## src/rtl/u8ws_pkg.sv

```systemverilog
`default_nettype none

package u8ws_pkg;

    localparam logic [7:0] CH_SPACE = 8'h20;
    localparam logic [7:0] CH_TAB   = 8'h09;
    localparam logic [7:0] CH_NL    = 8'h0A;
    localparam logic [7:0] CH_DOT   = 8'h2E;
    localparam logic [7:0] CH_BANG  = 8'h21;
    localparam logic [7:0] CH_QUEST = 8'h3F;

    localparam logic [7:0] LEAD1_MASK = 8'h80;
    localparam logic [7:0] LEAD1_CODE = 8'h00;
    localparam logic [7:0] LEAD2_MASK = 8'hE0;
    localparam logic [7:0] LEAD2_CODE = 8'hC0;
    localparam logic [7:0] LEAD3_MASK = 8'hF0;
    localparam logic [7:0] LEAD3_CODE = 8'hE0;
    localparam logic [7:0] LEAD4_MASK = 8'hF8;
    localparam logic [7:0] LEAD4_CODE = 8'hF0;

    localparam logic [2:0] MAX_SEQ_LEN = 3'd4;

    localparam int MAX_WORD_POINTS = 256;

    localparam int             CFG_AW             = 3;
    localparam logic [CFG_AW-1:0] REG_SCREEN_COLUMNS = 3'd0;
    localparam logic [9:0]     SCREEN_COLUMNS_RST = 10'd80;

    localparam int OUT_DEPTH = 4;
    localparam int TDATA_W   = 80;
    localparam int TUSER_W   = 2;

    typedef struct packed {
        logic [10:0] word_bytes;
        logic [8:0]  code_points;
        logic [9:0]  middle_offset;
        logic [2:0]  middle_length;
        logic [8:0]  pad_columns;
        logic        extra_pause;
        logic [31:0] end_offset;
        logic        too_long;
        logic        last_in_run;
    } t_word_rec;

    function automatic logic [2:0] lead_len(input logic [7:0] b);
        logic [2:0] len;
        if ((b & LEAD1_MASK) == LEAD1_CODE) len = 3'd1;
        else if ((b & LEAD2_MASK) == LEAD2_CODE) len = 3'd2;
        else if ((b & LEAD3_MASK) == LEAD3_CODE) len = 3'd3;
        else if ((b & LEAD4_MASK) == LEAD4_CODE) len = 3'd4;
        else len = 3'd1;
        return len;
    endfunction

    function automatic logic is_sep(input logic [7:0] b);
        return (b == CH_SPACE) || (b == CH_TAB) || (b == CH_NL);
    endfunction

    function automatic logic is_stop(input logic [7:0] b);
        return (b == CH_DOT) || (b == CH_BANG) || (b == CH_QUEST);
    endfunction

    function automatic logic [2:0] clip_len(input logic [2:0] len, input logic [2:0] room);
        return (len > room) ? room : len;
    endfunction

endpackage

`default_nettype wire

```

## src/rtl/utf8_word_segmenter.sv

```systemverilog
`default_nettype none

// channel    dir   handshake                  payload
// s_axis     in    tvalid/tready              tdata: text_byte; tlast: end_of_text
// m_axis     out   tvalid/tready              tdata/tuser: word result; tlast: last_in_run
// apb        in    psel/penable/pwrite/pready screen_columns at byte address 0
//
// One text byte per cycle while tready is high; counts update in the cycle a byte is taken.
// A result is registered at the scan output and then queued after the byte that closes its
// word; its middle length comes from the lead length store read for its last counted lead.
// A small result queue decouples the sides; s_axis_tready drops only while queued and
// staged results leave room for fewer than two more.
// Synchronous active-low reset clears control state; the lead length store is not cleared.

module utf8_word_segmenter (
    input  wire logic                          i_clk,
    input  wire logic                          i_rst_n,
    input  wire logic                          s_axis_tvalid,
    output logic                               s_axis_tready,
    input  wire logic [7:0]                    s_axis_tdata,   // [7:0] text_byte
    input  wire logic                          s_axis_tlast,
    output logic                               m_axis_tvalid,
    input  wire logic                          m_axis_tready,
    // [10:0] word_bytes, [19:11] code_points, [29:20] middle_offset,
    // [32:30] middle_length, [41:33] pad_columns, [73:42] end_offset
    output logic [u8ws_pkg::TDATA_W-1:0]       m_axis_tdata,
    output logic [u8ws_pkg::TUSER_W-1:0]       m_axis_tuser,   // [0] extra_pause, [1] too_long
    output logic                               m_axis_tlast,
    input  wire logic                          psel,
    input  wire logic                          penable,
    input  wire logic                          pwrite,
    input  wire logic [u8ws_pkg::CFG_AW-1:0]   paddr,
    input  wire logic [31:0]                   pwdata,
    output logic [31:0]                        prdata,
    output logic                               pready
);

    localparam int AW = $clog2(u8ws_pkg::MAX_WORD_POINTS);
    localparam int CW = $clog2(u8ws_pkg::OUT_DEPTH + 1);

    logic [9:0]          r_screen_columns;
    logic                take;
    logic                mem_we;
    logic [AW-1:0]       mem_waddr;
    logic [2:0]          mem_wdata;
    logic                mem_re;
    logic [AW-1:0]       mem_raddr;
    logic [2:0]          mem_rdata;
    logic [1:0]          push_cnt;
    u8ws_pkg::t_word_rec push_a;
    u8ws_pkg::t_word_rec push_b;
    u8ws_pkg::t_word_rec out_rec;
    logic [CW-1:0]       fifo_cnt;

    assign pready = 1'b1;
    assign prdata = (paddr == u8ws_pkg::REG_SCREEN_COLUMNS) ? 32'(r_screen_columns) : 32'd0;

    always_ff @(posedge i_clk) begin
        if (!i_rst_n) begin
            r_screen_columns <= u8ws_pkg::SCREEN_COLUMNS_RST;
        end else if (psel && penable && pwrite && pready
                     && (paddr == u8ws_pkg::REG_SCREEN_COLUMNS)) begin
            r_screen_columns <= pwdata[9:0];
        end
    end

    assign s_axis_tready = (fifo_cnt + CW'(push_cnt)) <= CW'(u8ws_pkg::OUT_DEPTH - 2);
    assign take          = s_axis_tvalid && s_axis_tready;

    u8ws_lead_mem #(
        .DEPTH(u8ws_pkg::MAX_WORD_POINTS)
    ) u_lead_mem (
        .i_clk  (i_clk),
        .i_we   (mem_we),
        .i_waddr(mem_waddr),
        .i_wdata(mem_wdata),
        .i_re   (mem_re),
        .i_raddr(mem_raddr),
        .o_rdata(mem_rdata)
    );

    u8ws_scan u_scan (
        .i_clk      (i_clk),
        .i_rst_n    (i_rst_n),
        .i_take     (take),
        .i_byte     (s_axis_tdata),
        .i_eot      (s_axis_tlast),
        .i_half_cols(r_screen_columns[9:1]),
        .o_mem_we   (mem_we),
        .o_mem_waddr(mem_waddr),
        .o_mem_wdata(mem_wdata),
        .o_mem_re   (mem_re),
        .o_mem_raddr(mem_raddr),
        .i_mem_rdata(mem_rdata),
        .o_push_cnt (push_cnt),
        .o_push_a   (push_a),
        .o_push_b   (push_b)
    );

    u8ws_out_fifo u_out_fifo (
        .i_clk     (i_clk),
        .i_rst_n   (i_rst_n),
        .i_push_cnt(push_cnt),
        .i_push_a  (push_a),
        .i_push_b  (push_b),
        .o_valid   (m_axis_tvalid),
        .i_ready   (m_axis_tready),
        .o_rec     (out_rec),
        .o_cnt     (fifo_cnt)
    );

    assign m_axis_tdata = {6'd0, out_rec.end_offset, out_rec.pad_columns,
                           out_rec.middle_length, out_rec.middle_offset,
                           out_rec.code_points, out_rec.word_bytes};
    assign m_axis_tuser = {out_rec.too_long, out_rec.extra_pause};
    assign m_axis_tlast = out_rec.last_in_run;

endmodule

`default_nettype wire

```

## src/rtl/u8ws_lead_mem.sv

```systemverilog
`default_nettype none

module u8ws_lead_mem #(
    parameter int DEPTH = 256
) (
    input  wire logic                     i_clk,
    input  wire logic                     i_we,
    input  wire logic [$clog2(DEPTH)-1:0] i_waddr,
    input  wire logic [2:0]               i_wdata,
    input  wire logic                     i_re,
    input  wire logic [$clog2(DEPTH)-1:0] i_raddr,
    output logic      [2:0]               o_rdata
);

    logic [2:0] r_mem [DEPTH];
    logic [2:0] r_rdata;

    always_ff @(posedge i_clk) begin
        if (i_we) begin
            r_mem[i_waddr] <= i_wdata;
        end
    end

    always_ff @(posedge i_clk) begin
        if (i_re) begin
            r_rdata <= r_mem[i_raddr];
        end
    end

    assign o_rdata = r_rdata;

endmodule

`default_nettype wire

```

## src/rtl/u8ws_scan.sv

```systemverilog
`default_nettype none

module u8ws_scan (
    input  wire logic                                         i_clk,
    input  wire logic                                         i_rst_n,
    input  wire logic                                         i_take,
    input  wire logic [7:0]                                   i_byte,
    input  wire logic                                         i_eot,
    input  wire logic [8:0]                                   i_half_cols,
    output logic                                              o_mem_we,
    output logic      [$clog2(u8ws_pkg::MAX_WORD_POINTS)-1:0] o_mem_waddr,
    output logic      [2:0]                                   o_mem_wdata,
    output logic                                              o_mem_re,
    output logic      [$clog2(u8ws_pkg::MAX_WORD_POINTS)-1:0] o_mem_raddr,
    input  wire logic [2:0]                                   i_mem_rdata,
    output logic      [1:0]                                   o_push_cnt,
    output u8ws_pkg::t_word_rec                               o_push_a,
    output u8ws_pkg::t_word_rec                               o_push_b
);

    localparam int AW = $clog2(u8ws_pkg::MAX_WORD_POINTS);
    localparam int PW = $clog2(u8ws_pkg::MAX_WORD_POINTS + 1);
    localparam int BW = $clog2(4 * u8ws_pkg::MAX_WORD_POINTS + 1);
    localparam int MW = (PW > 10) ? PW : 10;
    localparam logic [PW-1:0] MAX_PTS   = PW'(u8ws_pkg::MAX_WORD_POINTS);
    localparam logic [BW-1:0] MAX_BYTES = BW'(4 * u8ws_pkg::MAX_WORD_POINTS);

    logic          r_in_word, n_in_word;
    logic          r_pending, n_pending;
    logic [31:0]   r_byte_cnt, n_byte_cnt;
    logic [BW-1:0] r_wbc, n_wbc;
    logic [PW-1:0] r_pc, n_pc;
    logic [BW-1:0] r_acc, n_acc;
    logic [1:0]    r_cd, n_cd;
    logic          r_ends, n_ends;
    logic [1:0]    r_nl_run, n_nl_run;
    logic [31:0]   r_end_off, n_end_off;
    logic          r_ovf, n_ovf;
    logic          r_mid_sel, n_mid_sel;
    logic [2:0]    r_mid_fwd, n_mid_fwd;

    logic                r_b_v0, r_b_v1;
    u8ws_pkg::t_word_rec r_b_rec0, r_b_rec1;
    logic [2:0]          r_b_room1;

    logic                sep;
    logic [2:0]          len;
    logic [2:0]          mid_eff;
    logic [31:0]         cnt_inc;
    logic                start;
    logic                emit0;
    logic                emit1;
    logic [BW-1:0]       base_wbc;
    logic [PW-1:0]       base_pc;
    logic [BW-1:0]       base_acc;
    logic [1:0]          base_cd;
    logic [1:0]          base_nl;
    logic                base_ovf;
    logic [PW-1:0]       pc_inc;
    logic                mem_we;
    logic                mem_re;
    logic [AW-1:0]       mem_waddr;
    logic [AW-1:0]       mem_raddr;
    u8ws_pkg::t_word_rec rec0;
    u8ws_pkg::t_word_rec rec1;
    logic [2:0]          room1;
    u8ws_pkg::t_word_rec fin1;

    function automatic u8ws_pkg::t_word_rec make_rec(
        input logic [BW-1:0] wbc,
        input logic [PW-1:0] pts,
        input logic [BW-1:0] acc,
        input logic          extra,
        input logic [31:0]   eoff,
        input logic          ovf,
        input logic          last,
        input logic [8:0]    half
    );
        u8ws_pkg::t_word_rec rec;
        logic [MW-1:0]       mid;
        mid               = MW'(pts >> 1);
        rec.word_bytes    = 11'(wbc);
        rec.code_points   = 9'(pts);
        rec.middle_offset = 10'(acc);
        rec.middle_length = 3'd0;
        rec.pad_columns   = (MW'(half) > mid) ? 9'(MW'(half) - mid) : 9'd0;
        rec.extra_pause   = extra;
        rec.end_offset    = eoff;
        rec.too_long      = ovf;
        rec.last_in_run   = last;
        return rec;
    endfunction

    function automatic logic [2:0] room_clip(input logic [BW-1:0] wbc, input logic [BW-1:0] acc);
        logic [BW-1:0] diff;
        diff = (wbc > acc) ? wbc - acc : '0;
        return (diff > BW'(u8ws_pkg::MAX_SEQ_LEN)) ? u8ws_pkg::MAX_SEQ_LEN : 3'(diff);
    endfunction

    always_comb begin
        sep      = u8ws_pkg::is_sep(i_byte);
        len      = u8ws_pkg::lead_len(i_byte);
        mid_eff  = r_mid_sel ? i_mem_rdata : r_mid_fwd;
        cnt_inc  = r_byte_cnt + 32'd1;
        start    = !sep && !r_in_word;
        emit0    = start && r_pending;

        base_wbc = start ? '0 : r_wbc;
        base_pc  = start ? '0 : r_pc;
        base_acc = start ? '0 : r_acc;
        base_cd  = start ? 2'd0 : r_cd;
        base_nl  = start ? 2'd0 : r_nl_run;
        base_ovf = start ? 1'b0 : r_ovf;
        pc_inc   = base_pc + PW'(1);

        n_in_word  = r_in_word;
        n_pending  = r_pending;
        n_byte_cnt = r_byte_cnt;
        n_wbc      = r_wbc;
        n_pc       = r_pc;
        n_acc      = r_acc;
        n_cd       = r_cd;
        n_ends     = r_ends;
        n_nl_run   = r_nl_run;
        n_end_off  = r_end_off;
        n_ovf      = r_ovf;
        n_mid_sel  = r_mid_sel;
        n_mid_fwd  = r_mid_fwd;

        mem_we    = 1'b0;
        mem_re    = 1'b0;
        mem_waddr = AW'(base_pc);
        mem_raddr = AW'(pc_inc >> 1);

        if (i_take) begin
            n_byte_cnt = cnt_inc;
            if (sep) begin
                if (r_in_word) begin
                    n_in_word = 1'b0;
                    n_pending = 1'b1;
                end
                if ((r_in_word || r_pending) && (i_byte == u8ws_pkg::CH_NL)
                    && !r_nl_run[1]) begin
                    n_nl_run = r_nl_run + 2'd1;
                end
            end else begin
                n_in_word = 1'b1;
                n_pending = 1'b0;
                n_wbc     = (base_wbc < MAX_BYTES) ? base_wbc + BW'(1) : base_wbc;
                n_pc      = base_pc;
                n_acc     = base_acc;
                n_nl_run  = base_nl;
                n_ovf     = base_ovf;
                if (base_cd == 2'd0) begin
                    if (base_pc < MAX_PTS) begin
                        n_pc   = pc_inc;
                        mem_we = 1'b1;
                        mem_re = 1'b1;
                        if (!pc_inc[0]) begin
                            n_acc = base_acc + BW'(mid_eff);
                        end
                        // bypass the store when the new middle is the entry written now
                        n_mid_sel = (mem_raddr != mem_waddr);
                        n_mid_fwd = len;
                    end else begin
                        n_ovf = 1'b1;
                    end
                    n_cd = 2'(len - 3'd1);
                end else begin
                    n_cd = base_cd - 2'd1;
                end
                n_ends    = u8ws_pkg::is_stop(i_byte);
                n_end_off = cnt_inc;
            end
        end

        rec0 = make_rec(r_wbc, r_pc, r_acc, r_ends || r_nl_run[1], r_end_off, r_ovf,
                        !i_eot, i_half_cols);
        rec0.middle_length = u8ws_pkg::clip_len(mid_eff, room_clip(r_wbc, r_acc));
        rec1  = make_rec(n_wbc, n_pc, n_acc, n_ends || n_nl_run[1], n_end_off, n_ovf,
                         1'b1, i_half_cols);
        room1 = room_clip(n_wbc, n_acc);
        emit1 = i_eot && (n_in_word || n_pending);

        if (i_take && i_eot) begin
            n_in_word  = 1'b0;
            n_pending  = 1'b0;
            n_byte_cnt = 32'd0;
            n_wbc      = '0;
            n_pc       = '0;
            n_acc      = '0;
            n_cd       = 2'd0;
            n_ends     = 1'b0;
            n_nl_run   = 2'd0;
            n_end_off  = 32'd0;
            n_ovf      = 1'b0;
        end
    end

    always_ff @(posedge i_clk) begin
        if (!i_rst_n) begin
            r_in_word  <= 1'b0;
            r_pending  <= 1'b0;
            r_byte_cnt <= 32'd0;
            r_wbc      <= '0;
            r_pc       <= '0;
            r_acc      <= '0;
            r_cd       <= 2'd0;
            r_ends     <= 1'b0;
            r_nl_run   <= 2'd0;
            r_end_off  <= 32'd0;
            r_ovf      <= 1'b0;
            r_mid_sel  <= 1'b0;
            r_mid_fwd  <= 3'd0;
            r_b_v0     <= 1'b0;
            r_b_v1     <= 1'b0;
        end else begin
            r_in_word  <= n_in_word;
            r_pending  <= n_pending;
            r_byte_cnt <= n_byte_cnt;
            r_wbc      <= n_wbc;
            r_pc       <= n_pc;
            r_acc      <= n_acc;
            r_cd       <= n_cd;
            r_ends     <= n_ends;
            r_nl_run   <= n_nl_run;
            r_end_off  <= n_end_off;
            r_ovf      <= n_ovf;
            r_mid_sel  <= n_mid_sel;
            r_mid_fwd  <= n_mid_fwd;
            r_b_v0     <= i_take && emit0;
            r_b_v1     <= i_take && emit1;
        end
    end

    always_ff @(posedge i_clk) begin
        r_b_rec0  <= rec0;
        r_b_rec1  <= rec1;
        r_b_room1 <= room1;
    end

    // a word closed by end of text gets its middle length from the store output after registering
    always_comb begin
        fin1               = r_b_rec1;
        fin1.middle_length = u8ws_pkg::clip_len(mid_eff, r_b_room1);
    end

    assign o_mem_we    = mem_we;
    assign o_mem_waddr = mem_waddr;
    assign o_mem_wdata = len;
    assign o_mem_re    = mem_re;
    assign o_mem_raddr = mem_raddr;
    assign o_push_cnt  = {1'b0, r_b_v0} + {1'b0, r_b_v1};
    assign o_push_a    = r_b_v0 ? r_b_rec0 : fin1;
    assign o_push_b    = fin1;

`ifndef ASSERT_OFF
    a_eot_clears: assert property (@(posedge i_clk) disable iff (!i_rst_n)
        i_take && i_eot |=> (r_byte_cnt == 32'd0) && !r_in_word && !r_pending)
        else $error("stream state not cleared after end of text");

    a_pair_order: assert property (@(posedge i_clk) disable iff (!i_rst_n)
        r_b_v0 && r_b_v1 |-> !r_b_rec0.last_in_run && r_b_rec1.last_in_run)
        else $error("two results from one request out of order");

    a_bytes_cover_points: assert property (@(posedge i_clk) disable iff (!i_rst_n)
        r_wbc >= BW'(r_pc))
        else $error("code point count exceeds byte count");

    a_points_bound: assert property (@(posedge i_clk) disable iff (!i_rst_n)
        r_pc <= MAX_PTS)
        else $error("code point count past store depth");
`endif

endmodule

`default_nettype wire

```

## src/rtl/u8ws_out_fifo.sv

```systemverilog
`default_nettype none

module u8ws_out_fifo (
    input  wire logic                                     i_clk,
    input  wire logic                                     i_rst_n,
    input  wire logic [1:0]                               i_push_cnt,
    input  wire u8ws_pkg::t_word_rec                      i_push_a,
    input  wire u8ws_pkg::t_word_rec                      i_push_b,
    output logic                                          o_valid,
    input  wire logic                                     i_ready,
    output u8ws_pkg::t_word_rec                           o_rec,
    output logic [$clog2(u8ws_pkg::OUT_DEPTH + 1)-1:0]    o_cnt
);

    localparam int PTRW = $clog2(u8ws_pkg::OUT_DEPTH);
    localparam int CW   = $clog2(u8ws_pkg::OUT_DEPTH + 1);

    u8ws_pkg::t_word_rec r_mem [u8ws_pkg::OUT_DEPTH];
    logic [PTRW-1:0]     r_wp;
    logic [PTRW-1:0]     r_rp;
    logic [CW-1:0]       r_cnt;
    logic                pop;

    assign o_valid = (r_cnt != '0);
    assign pop     = o_valid && i_ready;
    assign o_rec   = r_mem[r_rp];
    assign o_cnt   = r_cnt;

    always_ff @(posedge i_clk) begin
        if (!i_rst_n) begin
            r_wp  <= '0;
            r_rp  <= '0;
            r_cnt <= '0;
        end else begin
            r_wp  <= r_wp + PTRW'(i_push_cnt);
            r_rp  <= r_rp + PTRW'(pop);
            r_cnt <= r_cnt + CW'(i_push_cnt) - CW'(pop);
        end
    end

    always_ff @(posedge i_clk) begin
        if (i_push_cnt != 2'd0) begin
            r_mem[r_wp] <= i_push_a;
        end
        if (i_push_cnt == 2'd2) begin
            r_mem[r_wp + PTRW'(1)] <= i_push_b;
        end
    end

`ifndef ASSERT_OFF
    a_no_overflow: assert property (@(posedge i_clk) disable iff (!i_rst_n)
        (r_cnt + CW'(i_push_cnt)) <= CW'(u8ws_pkg::OUT_DEPTH))
        else $error("result queue overflow");
`endif

endmodule

`default_nettype wire

```

## config.mk

```make
export PLATFORM = sky130hd
export DESIGN_NAME = utf8_word_segmenter
export DESIGN_NICKNAME = d
export VERILOG_FILES = /design/src/rtl/u8ws_pkg.sv /design/src/rtl/utf8_word_segmenter.sv /design/src/rtl/u8ws_lead_mem.sv /design/src/rtl/u8ws_scan.sv /design/src/rtl/u8ws_out_fifo.sv
export SDC_FILE = /design/constraint.sdc
export NUM_CORES = 2
export LEC_CHECK = 0
export ABC_AREA = 1
export BUFFER_PORTS_ARGS = -buffer_cell sky130_fd_sc_hd__buf_2
export CAP_MARGIN = 10
export CELL_PAD_IN_SITES_DETAIL_PLACEMENT = 1
export CELL_PAD_IN_SITES_GLOBAL_PLACEMENT = 2
export CORE_ASPECT_RATIO = 1.25
export CORE_MARGIN = 2
export CORE_UTILIZATION = 40
export DETAILED_ROUTE_END_ITERATION = 6
export MAX_ROUTING_LAYER = met4
export PLACE_DENSITY_LB_ADDON = 0.1
export SYNTH_ARGS = -nofsm -noshare
export SYNTH_HDL_FRONTEND = slang
export SYNTH_SLANG_ARGS = --single-unit
```

## constraint.sdc

```tcl
create_clock -name i_clk -period 36.6 [get_ports i_clk]
set_clock_uncertainty 0.05 [all_clocks]
set_input_delay 1.83 -clock i_clk [delete_from_list [all_inputs] [get_ports i_clk]]
set_output_delay 1.83 -clock i_clk [all_outputs]
set_load 0.02 [all_outputs]
```

# [Yosys cells after proc, flatten, opt, wreduce, memory -nomap -nowiden]
# Memory sizes are Yosys's and may differ from the RTL's. A register that Yosys moved wholly into a read port is not among the register bits.
# Index checks and enable logic that the tools add are counted.
[totals] register_bits=279 ram_bits=1076 in_bits=51 output_inout_bits=118 elab_cells=174 n_memories=2
[classes] addsub=17 order_cmp=11 eq_ne=12 mux=58 bitwise=2 n_reduce_logical=35
[memory_table] memory="u_lead_mem.r_mem" words=256 width=3 read_ports=1 rd_ports_with_merged_regs=1 wr=1 line="u8ws_lead_mem.sv:15" rtl="logic [2:0] r_mem [DEPTH];"
[memory_table] memory="u_out_fifo.r_mem" words=4 width=77 read_ports=1 rd_ports_with_merged_regs=1 wr=2 line="u8ws_out_fifo.sv:18" rtl="u8ws_pkg::t_word_rec r_mem [u8ws_pkg::OUT_DEPTH];"
[ops] cell="11-bit two-way mux" count=12
[ops] cell="77-bit two-way mux" count=1
[ops] cell="32-bit two-way mux" count=2
[ops] cell="9-bit two-way mux" count=5
[ops] cell="32-bit by 1-bit adder with 32-bit output, second input constant" count=1
[ops] cell="8-bit by 6-bit == test with 1-bit output, second input constant" count=4
[ops] cell="3-bit two-way mux" count=8
[ops] cell="11-bit > comparator" count=2
[ops] cell="11-bit by 3-bit > comparator with 1-bit output, second input constant" count=2
[ops] cell="1-bit two-way mux" count=22
[ops] cell="11-bit subtractor" count=2
[ops] cell="9-bit by 8-bit > comparator with 1-bit output" count=2
[ops] cell="9-bit by 8-bit subtractor with 9-bit output" count=2
[ops] cell="8-bit by 4-bit == test with 1-bit output, second input constant" count=2
[ops] cell="2-bit two-way mux" count=7
[ops] cell="1-bit logical AND" count=13
[ops] cell="11-bit by 1-bit adder with 11-bit output, second input constant" count=1
[ops] cell="11-bit by 3-bit adder with 11-bit output" count=1
[ops] cell="11-bit less-than comparator, second input constant" count=1
[ops] cell="10-bit two-way mux" count=1
[ops] cell="9-bit by 1-bit adder with 9-bit output, second input constant" count=1
[ops] cell="9-bit less-than comparator, second input constant" count=1
[ops] cell="8-bit zero test" count=1
[ops] cell="1-bit logical OR" count=8
[ops] cell="other kinds (25)" count=33

# [Longest topological paths before layout]
[depth] depth_word=15 mapped_depth=33

# [Cells and area by module]
# A second synthesis with hierarchy kept.
[hier_totals] hier_cells=6329 hier_area_um2=61013.5
[by_module_without_submodules] mod="u8ws_lead_mem" instances=1 cells_each=2887 area_each_um2=32486.2 seq_area_each_um2=23152.2
[by_module_without_submodules] mod="u8ws_out_fifo" instances=1 cells_each=1568 area_each_um2=15205.8 seq_area_each_um2=9389.0
[by_module_without_submodules] mod="u8ws_scan" instances=1 cells_each=1746 area_each_um2=12489.5 seq_area_each_um2=5245.0
[by_module_without_submodules] mod="utf8_word_segmenter" instances=1 cells_each=128 area_each_um2=832.0 seq_area_each_um2=200.2

# [Worst setup path before layout]
# No wires, ideal clock.
[synth_timing] path_type="input-to-reg" start="input s_axis_tdata[3]" end="memory u_lead_mem.r_mem[0][0], data pin" setup_ps=859 arrival_ps=14115 t_required_ps=35691 path_slack_ps=21577 path_stages=4 path_buffers=0 path_cell_list="nor3_1 inv_1 o21ai_0 inv_1"
[synth_between] elab_chain_len=5
[synth_lines] element="from (decl)" line="utf8_word_segmenter.sv:20" rtl="input wire logic [7:0] s_axis_tdata,"
[synth_lines] element="5-bit == test" line="u8ws_pkg.sv:50" rtl="else if ((b & LEAD4_MASK) == LEAD4_CODE) len = 3'd4;"
[synth_lines] element="3-bit two-way mux" line="u8ws_pkg.sv:50"
[synth_lines] element="3-bit two-way mux" line="u8ws_pkg.sv:49" rtl="else if ((b & LEAD3_MASK) == LEAD3_CODE) len = 3'd3;"
[synth_lines] element="3-bit two-way mux" line="u8ws_pkg.sv:48" rtl="else if ((b & LEAD2_MASK) == LEAD2_CODE) len = 3'd2;"
[synth_lines] element="3-bit two-way mux" line="u8ws_pkg.sv:47" rtl="if ((b & LEAD1_MASK) == LEAD1_CODE) len = 3'd1;"
[synth_lines] element="via mem_wdata[0]" line="utf8_word_segmenter.sv:45" rtl="logic [2:0] mem_wdata;"
[synth_lines] element="to (decl)" line="u8ws_lead_mem.sv:15"
# The timed path passes the listed nets, and every way through them passes these cells.

==> impl_metrics.toml <==
[sta]
tightest_slew_ps = 1110
post-route-period-util_pct = 20.7
max_slew_margin_pct = 25.6
rsz0062_at_grt = "no"
hold_viol = 0
final-setup-viol-count = 0
finalCriticalPeriod_ps = 7570
maxSlewViolCount = 0
timing.fmax_mhz = 132
setup-tns-final_ps = 0

[floorplanning]
die-area_um2 = 152000
core.rowCount = 158
coreArea_um2 = 148000
pin_count = 169
die_h_um = 435
die_w_um = 349
start_util_pct = 40.1

[global_route]
grt_max_degree = 180
overflow = 0
grt_usage_pct = 24.7
antenna_found_initial = 11
grt_pass1_vias = 43700
grt_pass1_wl_mm = 272

[clock_network]
clock_sinks = 1358
cts_max_level = 4
worstSkewPairLatency_ps = 790
cts_tree = "yes"
clockRootBuffer = "clkbuf_16"
cts_setup_buffers = 0
cts_buffers = 146
clock_path_buffers = 3
clk_pin_slew_ps = 60
hold_buffers = 0
post_cts_resized = 0

[synthesis]
syn_area_per_cell_um2 = 10.4
netlist.top_cell.by_area = "edfxtp_1"
ys_seq_area_share_pct = 63.9
synth_edf_count = 1075
synth_ff_type = "edfxtp_1"
synth_cells = 5718
syn-cell-area_um2 = 59400
yosysUniqueCellTypes = 61
ys_warn_count = 0
synthTopCellsByCount = "1370 x nand2_1, 1075 x edfxtp_1, 542 x nor2_1"
yosysMostFrequentCell = "nand2_1"
synth.area.top_cells = "edfxtp_1 54%, dfxtp_1 9.5%, nand2_1 8.7%"
ys_ff_latch = 1358
synthArstFlopShare_pct = 0
synth_top_area_share_pct = 54.4

[route]
vias = 41900
via_per_inst = 5.41
ant_nets = 0
wire_per_inst_um = 23.6
drtIter0Drc = 2523
totalWireLength_mm = 183
drt_pass1_iterations = 5
drc = 0

[worst_hold_path]
hold_depth = 0
hold_start = "u_scan.r_end_off[25]"
hold_class = "reg -> reg"
hold_end = "u_scan.r_b_rec0[27]"

[critical_path]
crit_path_end_kind = "flop"
crit_type = "in -> reg"
cp_top_family = "simple AND/OR/NAND/NOR gates"
cpMostUsedCell = "inv_1"
arrival_ps = 8220
required_ps = 37240
r2r-end = "u_scan.r_b_room1[2]"
r2r_cells = 25
rrSetupSlack_ps = 29060
reg2reg_from = "u_scan.r_b_v0"
slowest_delay_ps = 630
worst-path-buf-inv = 9
crit_slowest_cell = "o21ai_0"
worstPathMaxFanout = 66
critPathLaunchType = "primary input"

[place]
port-buffer-count = 117
place_hpwl_mm = 106
place_congestion = 0.811

[pwr]
p_leak_nw = 24.0
power.density_nw_per_um2 = 58.6
ir_worst_vdd_uv = 45.6

[final_layout]
drive_above_1_share_pct = 8.30
multi_input_area_um2 = 19000
seqCellArea_um2 = 38000
nets = 5816
fillerInstances = 16200
area_delta_synth_final_pct = 11.3
fin_util_pct = 44.7

[outcome]
status = "complete, no violations"

[job]
cap_violations = 0
[how the worst max path moves through the flow]
stage	depth (start not counted)	endpoint	slack, ps	start
after floorplan	4	u_lead_mem.r_mem[0][0]	21580	s_axis_tdata[3]
after global placement	29	u_scan.o_push_b[35]	28310	s_axis_tdata[7]
after detailed placement	29	u_scan.o_push_b[35]	28270	s_axis_tdata[7]
after CTS	24	u_scan.r_b_room1[2]	28850	u_scan.r_b_v0
after global routing	26	u_scan.r_b_room1[2]	28360	u_scan.r_b_v0
final	29	u_scan.o_push_b[35]	29030	s_axis_tdata[7]
[cell usage in the layout, fill, tap and decap left out, types with 6 or more instances in the layout]
| cell type | count |
|---|---|
| buf_2 | 117 |
| clkbuf_1 | 34 |
| buf_4 | 52 |
| clkinv_1 | 26 |
| nand2_2 | 27 |
| o21bai_1 | 7 |
| xnor2_1 | 13 |
| o21ai_0 | 408 |
| nor4_1 | 7 |
| o211ai_1 | 8 |
| a21oi_1 | 123 |
| inv_1 | 280 |
| edfxtp_1 | 1075 |
| mux2i_1 | 217 |
| conb_1 | 29 |
| inv_6 | 9 |
| nand3_1 | 450 |
| xor2_1 | 55 |
| ha_1 | 60 |
| dfxtp_1 | 281 |
| nor2_2 | 9 |
| or2_2 | 8 |
| clkbuf_16 | 153 |
| nor2_1 | 540 |
| nand4_1 | 18 |
| nand2_1 | 1350 |
| clkinv_2 | 30 |
| nor3_2 | 7 |
| clkinvlp_4 | 6 |
| inv_2 | 13 |
| and2_1 | 7 |
| nor3_1 | 18 |
| o22ai_1 | 292 |
| fa_1 | 6 |
[state kept, by name, summed over array words and instances, names as in the netlist, 2 cells and up]
signal              flops
u_scan.r_b_rec0        77
u_scan.r_byte_cnt      32
u_scan.o_push_b        73
u_scan.r_mid_fwd        3
u_scan.r_nl_run         2
u_scan.r_pc             9
u_out_fifo.r_rp         2
u_lead_mem.r_mem      768
u_lead_mem.o_rdata      3
u_out_fifo.r_mem      308
u_out_fifo.o_cnt        3
u_scan.r_b_room1        3
r_screen_columns       10
u_scan.r_cd             2
u_scan.r_end_off       32
u_scan.r_acc           11
u_scan.r_wbc           11
u_out_fifo.r_wp         2
[cell families (layout without fill, tap and decap cells)]
family          count (synthesis)  count (layout)  synth area share, %
compound gates                859             859                 8.02
xor+xnor                       71              71                 1.09
fa+ha+maj                      67              67                 1.49
buf+inv                       670             741                 4.62
flops                        1358            1358                 63.9
mux                           217             217                 3.66
other cells                     2              33               0.0127
simple gates                 2474            2474                 17.2
[stage by stage]
step           instance area, µm²  power, W  setup WS (ps)  cells  hold slack [ps]
6_report                    66100   0.00387          29030   7740              297
5_1_grt                     66100   0.00404          28360   7739              307
4_1_cts                     66100   0.00392          28850   7736              298
3_5_place_dp                61500   0.00250          28270   7470              288
3_3_place_gp                61500   0.00248          28310   7470              282
2_1_floorplan               59500   0.00223          21580   5745              274
[where the power goes]
part           internal, W  switching, W  leakage [nW]
logic             0.000198      0.000519          9.44
registers          0.00171     0.0000313          12.3
clock network     0.000803      0.000617          2.23
total              0.00271       0.00117          24.0
[worst reg2reg max path: cells and delay by family (launching register included)]
family	cells	cell delay [ps]
AO/OA/AOI/OAI	3	840
XOR/XNOR	3	600
adder cells (fa/ha/maj)	5	1720
buffers and inverters	4	1510
flip-flops	1	820
AND/OR/NAND/NOR	10	1910
[layout make-up]
type                            count  share of cell area [%]
Clock inverter                     75                   0.823
Clock buffer                      191                    6.07
Multi-Input combinational cell   3717                    28.7
Timing Repair Buffer              173                    1.60
Tap cell                         1920                    3.63
Antenna cell                        4                  0.0151
Sequential cell                  1358                    57.4
Inverter                          302                    1.74
[routing by layer]
metal  share of wire (%)  vias up  GRT usage (%)
met4                 3.0        0           7.93
met3                 4.0      313           3.15
met5                   0        -              -
li1                    -    19800              -
met1                  41    20900           29.2
met2                  52      850           43.6
Note: power is estimated with default switching activity, not from simulation.
